### src/design/short_dir_entry_decode_macros.svh
// Assertion macros shared by the short directory entry decoder.
`ifndef SHORT_DIR_ENTRY_DECODE_MACROS_SVH
`define SHORT_DIR_ENTRY_DECODE_MACROS_SVH

// Implication checked on every rising edge of clk_i outside reset.
`define SDDE_ASSERT_IMPL(label, ante, cons, msg) \
  label: assert property (@(posedge clk_i) disable iff (!rst_ni) (ante) |-> (cons)) \
    else $error(msg);

// Condition that must never be true outside reset.
`define SDDE_ASSERT_NEVER(label, cond, msg) \
  label: assert property (@(posedge clk_i) disable iff (!rst_ni) !(cond)) \
    else $error(msg);

`endif

### src/design/sdde_pkg.sv
// Types and constants of the short directory entry decoder.
package sdde_pkg;

  localparam int unsigned EntryBytes = 32;
  localparam int unsigned PosW       = $clog2(EntryBytes);
  localparam int unsigned NameLen    = 11;
  localparam int unsigned BaseLen    = 8;
  localparam int unsigned ExtLen     = 3;

  localparam logic [PosW-1:0] PosAttr    = PosW'(11);
  localparam logic [PosW-1:0] PosClusHi0 = PosW'(20);
  localparam logic [PosW-1:0] PosClusHi1 = PosW'(21);
  localparam logic [PosW-1:0] PosClusLo0 = PosW'(26);
  localparam logic [PosW-1:0] PosClusLo1 = PosW'(27);
  localparam logic [PosW-1:0] PosSize0   = PosW'(28);
  localparam logic [PosW-1:0] PosSize1   = PosW'(29);
  localparam logic [PosW-1:0] PosSize2   = PosW'(30);
  localparam logic [PosW-1:0] PosLast    = PosW'(EntryBytes - 1);

  localparam logic [7:0] ChrSpace   = 8'h20;
  localparam logic [7:0] ChrDot     = 8'h2E;
  localparam logic [7:0] ChrDeleted = 8'hE5;
  localparam logic [7:0] ChrEnd     = 8'h00;
  localparam logic [7:0] AttrLfn    = 8'h0F;
  localparam int unsigned AttrVolBit = 3;
  localparam int unsigned AttrDirBit = 4;

  localparam int unsigned QDepth = 2;
  localparam int unsigned QPtrW  = $clog2(QDepth);
  localparam int unsigned QCntW  = $clog2(QDepth + 1);

  typedef enum logic [1:0] {
    KIND_END  = 2'd0,
    KIND_SKIP = 2'd1,
    KIND_USED = 2'd2
  } kind_e;

  // One classified entry handed from the front to the back.
  typedef struct packed {
    kind_e                   kind;
    logic [NameLen-1:0][7:0] name;
    logic [3:0]              base_len;
    logic [1:0]              ext_len;
    logic [31:0]             cluster;
    logic [31:0]             size;
    logic                    dir;
  } desc_t;

  // One result item.
  typedef struct packed {
    kind_e       kind;
    logic [7:0]  name_char;
    logic        char_valid;
    logic [31:0] cluster;
    logic [31:0] size;
    logic        dir;
    logic        last;
  } res_t;

endpackage

### src/design/sdde_front.sv
// Byte intake: position count, field capture and entry classification.
module sdde_front (
  input  logic           clk_i,
  input  logic           rst_ni,
  input  logic           in_valid_i,
  output logic           in_ready_o,
  input  logic [7:0]     in_byte_i,
  output logic           push_o,
  output sdde_pkg::desc_t push_desc_o,
  input  logic           q_full_i
);
  import sdde_pkg::*;

  logic [PosW-1:0]         pos_q, pos_d;
  logic [NameLen-1:0][7:0] name_q;
  logic [7:0]              attr_q;
  logic [15:0]             clus_hi_q;
  logic [15:0]             clus_lo_q;
  logic [23:0]             size_q;
  logic                    accept;
  logic                    at_last;
  logic [3:0]              base_len;
  logic [1:0]              ext_len;

  assign at_last    = (pos_q == PosLast);
  // Only the closing byte needs a free queue slot.
  assign in_ready_o = !at_last || !q_full_i;
  assign accept     = in_valid_i && in_ready_o;
  assign pos_d      = pos_q + PosW'(1);

  always_ff @(posedge clk_i or negedge rst_ni) begin
    if (!rst_ni) begin
      pos_q <= '0;
    end else if (accept) begin
      pos_q <= pos_d;
    end
  end

  always_ff @(posedge clk_i) begin
    if (accept) begin
      if (pos_q < PosW'(NameLen)) begin
        name_q[pos_q[3:0]] <= in_byte_i;
      end
      case (pos_q)
        PosAttr:    attr_q          <= in_byte_i;
        PosClusHi0: clus_hi_q[7:0]  <= in_byte_i;
        PosClusHi1: clus_hi_q[15:8] <= in_byte_i;
        PosClusLo0: clus_lo_q[7:0]  <= in_byte_i;
        PosClusLo1: clus_lo_q[15:8] <= in_byte_i;
        PosSize0:   size_q[7:0]     <= in_byte_i;
        PosSize1:   size_q[15:8]    <= in_byte_i;
        PosSize2:   size_q[23:16]   <= in_byte_i;
        default:    ;
      endcase
    end
  end

  // Trailing-space trim: length is one past the last non-space character.
  always_comb begin
    base_len = '0;
    for (int i = 0; i < BaseLen; i++) begin
      if (name_q[i] != ChrSpace) base_len = 4'(i + 1);
    end
    ext_len = '0;
    for (int i = 0; i < ExtLen; i++) begin
      if (name_q[BaseLen + i] != ChrSpace) ext_len = 2'(i + 1);
    end
  end

  always_comb begin
    push_desc_o.name     = name_q;
    push_desc_o.base_len = base_len;
    push_desc_o.ext_len  = ext_len;
    push_desc_o.cluster  = {clus_hi_q, clus_lo_q};
    push_desc_o.size     = {in_byte_i, size_q};
    push_desc_o.dir      = attr_q[AttrDirBit];
    if (name_q[0] == ChrEnd) begin
      push_desc_o.kind = KIND_END;
    end else if (name_q[0] == ChrDeleted || attr_q == AttrLfn || attr_q[AttrVolBit]) begin
      push_desc_o.kind = KIND_SKIP;
    end else begin
      push_desc_o.kind = KIND_USED;
    end
  end

  assign push_o = accept && at_last;

endmodule

### src/design/sdde_queue.sv
// Short queue of classified entries between front and back.
module sdde_queue (
  input  logic            clk_i,
  input  logic            rst_ni,
  input  logic            push_i,
  input  sdde_pkg::desc_t push_desc_i,
  output logic            full_o,
  input  logic            pop_i,
  output logic            empty_o,
  output sdde_pkg::desc_t head_o
);
  import sdde_pkg::*;

  `include "short_dir_entry_decode_macros.svh"

  desc_t             slot_q [QDepth];
  logic [QPtrW-1:0]  wr_q, rd_q;
  logic [QCntW-1:0]  cnt_q;

  assign full_o  = (cnt_q == QCntW'(QDepth));
  assign empty_o = (cnt_q == '0);
  assign head_o  = slot_q[rd_q];

  function automatic logic [QPtrW-1:0] ptr_inc(input logic [QPtrW-1:0] p);
    return (p == QPtrW'(QDepth - 1)) ? '0 : p + QPtrW'(1);
  endfunction

  always_ff @(posedge clk_i or negedge rst_ni) begin
    if (!rst_ni) begin
      wr_q  <= '0;
      rd_q  <= '0;
      cnt_q <= '0;
    end else begin
      if (push_i) wr_q <= ptr_inc(wr_q);
      if (pop_i)  rd_q <= ptr_inc(rd_q);
      if (push_i && !pop_i) begin
        cnt_q <= cnt_q + QCntW'(1);
      end else if (pop_i && !push_i) begin
        cnt_q <= cnt_q - QCntW'(1);
      end
    end
  end

  always_ff @(posedge clk_i) begin
    if (push_i) slot_q[wr_q] <= push_desc_i;
  end

  `SDDE_ASSERT_NEVER(a_no_overflow, push_i && full_o, "queue push while full")
  `SDDE_ASSERT_NEVER(a_no_underflow, pop_i && empty_o, "queue pop while empty")
  `SDDE_ASSERT_IMPL(a_cnt_tracks, push_i && !pop_i && !full_o, ##1 !empty_o,
                    "queue not occupied after push")

endmodule

### src/design/sdde_back.sv
// Result sequencer: walks a classified entry and drives the output register.
module sdde_back (
  input  logic            clk_i,
  input  logic            rst_ni,
  input  logic            empty_i,
  input  sdde_pkg::desc_t head_i,
  output logic            pop_o,
  output logic            out_valid_o,
  input  logic            out_ready_i,
  output sdde_pkg::res_t  out_res_o
);
  import sdde_pkg::*;

  `include "short_dir_entry_decode_macros.svh"

  logic [3:0] step_q;
  logic       out_valid_q;
  res_t       out_q, cur;
  logic       load;
  logic [3:0] ext_off;
  logic [7:0] ext_char;

  assign ext_off = step_q - head_i.base_len - 4'd1;

  always_comb begin
    case (ext_off[1:0])
      2'd0:    ext_char = head_i.name[BaseLen];
      2'd1:    ext_char = head_i.name[BaseLen + 1];
      default: ext_char = head_i.name[BaseLen + 2];
    endcase
  end

  always_comb begin
    cur            = '0;
    cur.kind       = head_i.kind;
    if (head_i.kind != KIND_USED) begin
      cur.last = 1'b1;
    end else if (step_q < head_i.base_len) begin
      cur.name_char  = head_i.name[step_q];
      cur.char_valid = 1'b1;
    end else if (head_i.ext_len != '0 && step_q == head_i.base_len) begin
      cur.name_char  = ChrDot;
      cur.char_valid = 1'b1;
    end else if (head_i.ext_len != '0 &&
                 step_q <= head_i.base_len + 4'(head_i.ext_len)) begin
      cur.name_char  = ext_char;
      cur.char_valid = 1'b1;
    end else begin
      cur.cluster = head_i.cluster;
      cur.size    = head_i.size;
      cur.dir     = head_i.dir;
      cur.last    = 1'b1;
    end
  end

  assign load  = !empty_i && (!out_valid_q || out_ready_i);
  assign pop_o = load && cur.last;

  always_ff @(posedge clk_i or negedge rst_ni) begin
    if (!rst_ni) begin
      step_q      <= '0;
      out_valid_q <= 1'b0;
    end else begin
      if (load) begin
        out_valid_q <= 1'b1;
        step_q      <= cur.last ? '0 : step_q + 4'd1;
      end else if (out_ready_i) begin
        out_valid_q <= 1'b0;
      end
    end
  end

  always_ff @(posedge clk_i) begin
    if (load) out_q <= cur;
  end

  assign out_valid_o = out_valid_q;
  assign out_res_o   = out_q;

  `SDDE_ASSERT_IMPL(a_mid_is_char, out_valid_q && !out_q.last,
                    out_q.char_valid && out_q.kind == KIND_USED,
                    "non-final result without a name character")
  `SDDE_ASSERT_IMPL(a_step_bound, 1'b1, step_q <= 4'd12, "result step past 13 results")
  `SDDE_ASSERT_IMPL(a_step_zero_pop, pop_o, ##1 step_q == '0,
                    "step not rewound after final result")

endmodule

### src/design/short_dir_entry_decode.sv
// Top level of the short (8.3) directory entry decoder.
// Directory entries arrive as a byte stream, one byte per request, 32 bytes to an
// entry, and the decoder takes one byte every cycle with no gap between entries
// while the queue has room. The front counts the byte position and captures name,
// attribute, cluster and size; on the closing byte it classifies the entry (end of
// directory, skip, or used, with trimmed name lengths) and pushes it into a
// two-entry queue. The back pops entries and emits one result per cycle unless the
// output stalls: a single result for end or skip, or for a used entry one per name
// character (dot only if an extension exists) and then a final result with cluster,
// size and directory flag, at most 13 results. Results leave through a registered
// output, so the back emits at most one result a cycle and the input side sees
// backpressure only on the closing byte of an entry while both queue slots are full.
module short_dir_entry_decode (
  input  logic        clk_i,
  input  logic        rst_ni,
  input  logic        s_axis_tvalid,
  output logic        s_axis_tready,
  input  logic [7:0]  s_axis_tdata,   // [7:0] raw_byte
  output logic        m_axis_tvalid,
  input  logic        m_axis_tready,
  output logic [79:0] m_axis_tdata,   // [7:0] name_char, [39:8] start_cluster,
                                      // [71:40] file_size, [72] is_directory, rest 0
  output logic [2:0]  m_axis_tuser,   // [1:0] entry_kind, [2] char_valid
  output logic        m_axis_tlast    // last_of_entry
);
  import sdde_pkg::*;

  logic  push, q_full, q_empty, pop;
  desc_t push_desc, head;
  res_t  res;

  sdde_front u_front (
    .clk_i       (clk_i),
    .rst_ni      (rst_ni),
    .in_valid_i  (s_axis_tvalid),
    .in_ready_o  (s_axis_tready),
    .in_byte_i   (s_axis_tdata),
    .push_o      (push),
    .push_desc_o (push_desc),
    .q_full_i    (q_full)
  );

  sdde_queue u_queue (
    .clk_i       (clk_i),
    .rst_ni      (rst_ni),
    .push_i      (push),
    .push_desc_i (push_desc),
    .full_o      (q_full),
    .pop_i       (pop),
    .empty_o     (q_empty),
    .head_o      (head)
  );

  sdde_back u_back (
    .clk_i       (clk_i),
    .rst_ni      (rst_ni),
    .empty_i     (q_empty),
    .head_i      (head),
    .pop_o       (pop),
    .out_valid_o (m_axis_tvalid),
    .out_ready_i (m_axis_tready),
    .out_res_o   (res)
  );

  // Pack the result: tdata lowest field first, zero fill to whole bytes.
  assign m_axis_tdata = {7'd0, res.dir, res.size, res.cluster, res.name_char};
  assign m_axis_tuser = {res.char_valid, res.kind};
  assign m_axis_tlast = res.last;

endmodule

### config.mk
export PLATFORM = sky130hd
export DESIGN_NAME = short_dir_entry_decode
export DESIGN_NICKNAME = d
export VERILOG_FILES = /design/src/design/sdde_pkg.sv /design/src/design/sdde_front.sv /design/src/design/sdde_queue.sv /design/src/design/sdde_back.sv /design/src/design/short_dir_entry_decode.sv
export VERILOG_INCLUDE_DIRS = /design/src /design/src/design
export SDC_FILE = /design/constraint.sdc
export NUM_CORES = 1
export LEC_CHECK = 0
export BUFFER_PORTS_ARGS = -buffer_cell sky130_fd_sc_hd__buf_2
export CORE_UTILIZATION = 57
export CTS_BUF_LIST = sky130_fd_sc_hd__clkbuf_16
export DETAILED_ROUTE_END_ITERATION = 10
export PLACE_DENSITY = 0.75
export SYNTH_ARGS = -nofsm -noshare
export SYNTH_HDL_FRONTEND = slang
export SYNTH_SLANG_ARGS = --single-unit
### constraint.sdc
create_clock -name clk_i -period 11.3 [get_ports clk_i]
set_input_delay 1.13 -clock clk_i [delete_from_list [all_inputs] [get_ports clk_i]]
set_output_delay 1.13 -clock clk_i [all_outputs]
set_load 0.03 [all_outputs]
==> impl_results.html <==
<table>
<tr><th>Metric</th><th>Value</th></tr>
<tr><th colspan="2">Outcome</th></tr>
<tr><td>Status</td><td>complete, no violations</td></tr>
<tr><th colspan="2">Global route</th></tr>
<tr><td>Wire length of the first global-routing pass</td><td>61200 um</td></tr>
<tr><td>Total global routing overflow</td><td>0</td></tr>
<tr><td>Maximum number of pins on one net before global-route repair</td><td>86</td></tr>
<tr><td>Number of global-route vias before repair</td><td>10300</td></tr>
<tr><td>Overall routing resource usage</td><td>21.5%</td></tr>
<tr><td>Antenna violations before repair</td><td>1</td></tr>
<tr><th colspan="2">STA</th></tr>
<tr><td>Aggregate negative setup slack</td><td>0 ns</td></tr>
<tr><td>Slew headroom</td><td>21.7%</td></tr>
<tr><td>Worst setup margin</td><td>4.90 ns</td></tr>
<tr><td>Upper clock frequency limit</td><td>156 MHz</td></tr>
<tr><td>Final setup vio count</td><td>0</td></tr>
<tr><td>RSZ-0062 raised after global routing</td><td>no</td></tr>
<tr><td>Crit path time final</td><td>6.40 ns</td></tr>
<tr><td>Worst setup skew after layout</td><td>0.0128 ns</td></tr>
<tr><td>Final-report max-slew violation count</td><td>0</td></tr>
<tr><td>Final Hold Fails</td><td>0</td></tr>
<tr><td>Period utilisation layout</td><td>56.6%</td></tr>
<tr><td>Minimum hold slack</td><td>0.443 ns</td></tr>
<tr><td>Transition at the pin with the smallest max-transition slack</td><td>1.17 ns</td></tr>
<tr><th colspan="2">Die</th></tr>
<tr><td>Die area</td><td>38400 um2</td></tr>
<tr><td>Die height</td><td>196 um</td></tr>
<tr><td>Horizontal die dimension</td><td>196 um</td></tr>
<tr><td>Standard-cell row count</td><td>70</td></tr>
<tr><td>CORE AREA</td><td>36800 um2</td></tr>
<tr><td>Top Ports</td><td>98</td></tr>
<tr><td>Initial core utilization</td><td>58.2%</td></tr>
<tr><th colspan="2">Logic synthesis</th></tr>
<tr><td>Leading cell types by total area after synthesis</td><td>edfxtp_1 76%, mux2i_1 5.2%, mux4_2 3.5%, nor2_4 2.6%, dfrtp_1 1.6%</td></tr>
<tr><td>Portion of the post-synthesis area used by sequential elements</td><td>78.0%</td></tr>
<tr><td>Avg Cell Area, Syn</td><td>19.4 um2</td></tr>
<tr><td>Number of warnings reported in the yosys synthesis log</td><td>0</td></tr>
<tr><td>Biggest area consumer among synthesized cells</td><td>edfxtp_1</td></tr>
<tr><td>Most common flop cell mapped by yosys</td><td>edfxtp_1</td></tr>
<tr><td>Most frequent cell after synthesis</td><td>edfxtp_1</td></tr>
<tr><td>Number of enable-type register cells in the synthesized netlist</td><td>545</td></tr>
<tr><td>Async set-or-reset flop fraction in the synthesized netlist</td><td>2.50%</td></tr>
<tr><td>#FFs+latches synth</td><td>559</td></tr>
<tr><td>Most frequent cells after synthesis</td><td>545 x edfxtp_1, 111 x mux2i_1, 50 x nor2_4, 40 x nand2_1, 35 x nor2_1</td></tr>
<tr><td>Top cell type's share of synthesized area</td><td>76.4%</td></tr>
<tr><td>Synthesized instance count</td><td>1104</td></tr>
<tr><td>Yosys cell types</td><td>61</td></tr>
<tr><td>Combined area of all synthesized cells</td><td>21400 um2</td></tr>
<tr><th colspan="2">Cells and area</th></tr>
<tr><td>Multi-input gate area</td><td>4320 um2</td></tr>
<tr><td>Number of inserted filler cells in the final layout</td><td>2423</td></tr>
<tr><td>N_diodes</td><td>0</td></tr>
<tr><td>Layout overhead on the synthesized area</td><td>11.0%</td></tr>
<tr><td>Total number of nets in the final design</td><td>1253</td></tr>
<tr><td>Sequential cell area</td><td>16700 um2</td></tr>
<tr><td>Fraction of layout instances using a drive strength above 1</td><td>21.6%</td></tr>
<tr><th colspan="2">Power and ir drop</th></tr>
<tr><td>Power density of the placed cells</td><td>224 nW/um2</td></tr>
<tr><td>Leakage</td><td>8.08 nW</td></tr>
<tr><td>Maximum vdd ir drop</td><td>0.133 mV</td></tr>
<tr><th colspan="2">Clocking</th></tr>
<tr><td>Number of buffers on the longest clock path</td><td>3</td></tr>
<tr><td>CTS sink count</td><td>559</td></tr>
<tr><td>Clock tree from TritonCTS</td><td>built</td></tr>
<tr><td>Clock slew seen by the registers of the worst setup and hold paths</td><td>0.06 ns</td></tr>
<tr><td>Clock Latency Late Sink</td><td>0.57 ns</td></tr>
<tr><td>Library cell used as clock root buffer</td><td>clkbuf_16</td></tr>
<tr><td>Number of resized instances in the post-cts repair step</td><td>0</td></tr>
<tr><td># H-tree levels</td><td>2</td></tr>
<tr><td>Number of buffers inserted to repair setup after CTS</td><td>0</td></tr>
<tr><td>Hold-fix buffers, CTS</td><td>0</td></tr>
<tr><td>Number of CTS-inserted buffers</td><td>53</td></tr>
<tr><th colspan="2">Route</th></tr>
<tr><td>Post-DRT Antenna Nets</td><td>0</td></tr>
<tr><td>Vias</td><td>10100</td></tr>
<tr><td>Vias per cell</td><td>5.87</td></tr>
<tr><td>Detailed-routing iteration count for the pre-antenna-repair pass</td><td>6</td></tr>
<tr><td>Avg WL per Cell</td><td>23.3 um</td></tr>
<tr><td>Number of DRC violations after detailed-routing iteration 0</td><td>859</td></tr>
<tr><td>DRC errors left</td><td>0</td></tr>
<tr><td>Total wirelength of the detailed-routed design</td><td>40200 um</td></tr>
<tr><th colspan="2">Critical path</th></tr>
<tr><td>CP endpoint kind</td><td>flip-flop</td></tr>
<tr><td>Crit start category</td><td>flip-flop</td></tr>
<tr><td>Data required time at the worst endpoint</td><td>11.57 ns</td></tr>
<tr><td>Largest fanout on the critical path</td><td>48</td></tr>
<tr><td>Worst Path Class, Setup</td><td>flip-flop to flip-flop</td></tr>
<tr><td>Signal arrival time at the worst endpoint</td><td>6.67 ns</td></tr>
<tr><th colspan="2">Placed design</th></tr>
<tr><td>PortBufs</td><td>90</td></tr>
<tr><td>Detailed placement HPWL</td><td>24100 um</td></tr>
<tr><td>Final Wtd Congestion</td><td>0.844</td></tr>
<tr><td>DP Worst Slack</td><td>4.95 ns</td></tr>
<tr><th colspan="2">Min path</th></tr>
<tr><td>Min-Delay Path Class</td><td>flip-flop to flip-flop</td></tr>
<tr><th colspan="2">Flow run</th></tr>
<tr><td>Max-Cap Viols</td><td>0</td></tr>
</table>
[report_power, final]
part / switching, W / internal [W] / leakage (nW)
registers: 0.000124 / 0.00247 / 5.15
logic: 0.000757 / 0.000413 / 2.12
clock network: 0.000703 / 0.000856 / 0.811
[layout make-up]
| class | instances | share of cell area, % |
|---|---|---|
| Multi-Input combinational cell | 486 | 18.2 |
| Clock buffer | 54 | 5.68 |
| Sequential cell | 559 | 70.3 |
| Clock inverter | 40 | 0.726 |
| Tap cell | 468 | 2.46 |
| Timing Repair Buffer | 106 | 2.40 |
| Inverter | 16 | 0.258 |
[kinds of logic (layout without fill, tap and decap cells)]
| kind of cell | count (synthesis) | in the layout | share of synthesized area [%] |
|---|---|---|---|
| AOI/OAI and AO/OA | 72 | 72 | 2.30 |
| xor gates and xnor gates | 11 | 11 | 0.450 |
| adders and majority gates | 19 | 19 | 1.14 |
| buffers and inverters | 65 | 216 | 1.99 |
| DFF | 559 | 559 | 78.0 |
| muxes | 152 | 152 | 9.07 |
| other | 1 | 7 | 0.0175 |
| and+or+nand+nor | 225 | 225 | 7.01 |
[flip-flops by register name (all words and copies together), names as in the netlist, 4 cells and up]
signal	count
u_queue.slot_q	322
u_front.push_desc_o	88
u_back.out_res_o	77
u_front.size_q	24
u_front.clus_hi_q	16
u_front.clus_lo_q	16
u_front.pos_q	5
u_back.step_q	4
[per-stage QoR]
step	instances	utilization (%)	total power [W]	cell area (um2)
finish	1729	64.6	0.00532	23800
floorplan	1110	-	0.00350	21400
CTS	1729	64.6	0.00536	23800
global placement	1635	60.5	0.00379	22300
global route	1729	64.6	0.00553	23800
detailed placement	1635	60.5	0.00381	22300
[metal layers]
metal	up-vias	part of all wire (%)	GRT usage, %
li1	4569	-	-
met1	5165	42	29.8
met2	331	50	36.1
met3	79	5.3	2.77
met4	0	2.6	6.51
met5	-	0	0
[final timing paths]
check / start / endpoint / slack, ns / cells past startpoint
worst min register to register: u_front.clus_hi_q[1] / u_queue.slot_q[0][50] / 0.44 / 0
worst max-delay path: u_queue.rd_q / u_back.out_res_o[4] / 4.90 / 13
max in group asynchronous: rst_ni / u_queue.rd_q / 10.54 / 1
worst max register to register: u_queue.rd_q / u_back.out_res_o[4] / 4.90 / 13
min in group asynchronous: rst_ni / u_queue.wr_q / 0.47 / 1
worst min-delay path: u_front.clus_hi_q[1] / u_queue.slot_q[0][50] / 0.44 / 0
[worst max-delay path, cell delays in order, from the launching register on]
cell	delay, ns
dfrtp_4	0.92
buf_4	0.81
mux2i_1	0.33
inv_1	0.11
ha_1	0.25
fa_1	0.49
inv_1	0.05
ha_1	0.29
nor2b_1	0.14
a2111oi_0	0.59
o31a_1	0.39
or3_4	0.61
buf_4	0.88
nor2_1	0.14
[cell usage in the layout (no fill, tap or decap), drive strengths merged, types with 18 or more instances in the layout]
cell type and n:
ha 18, mux2i 111, inv 33, edfxtp 545
clkinv 22, nor2 85, mux4 33, clkbuf 54
nand2 40, buf 106
Note: power is estimated with default switching activity, not from simulation.
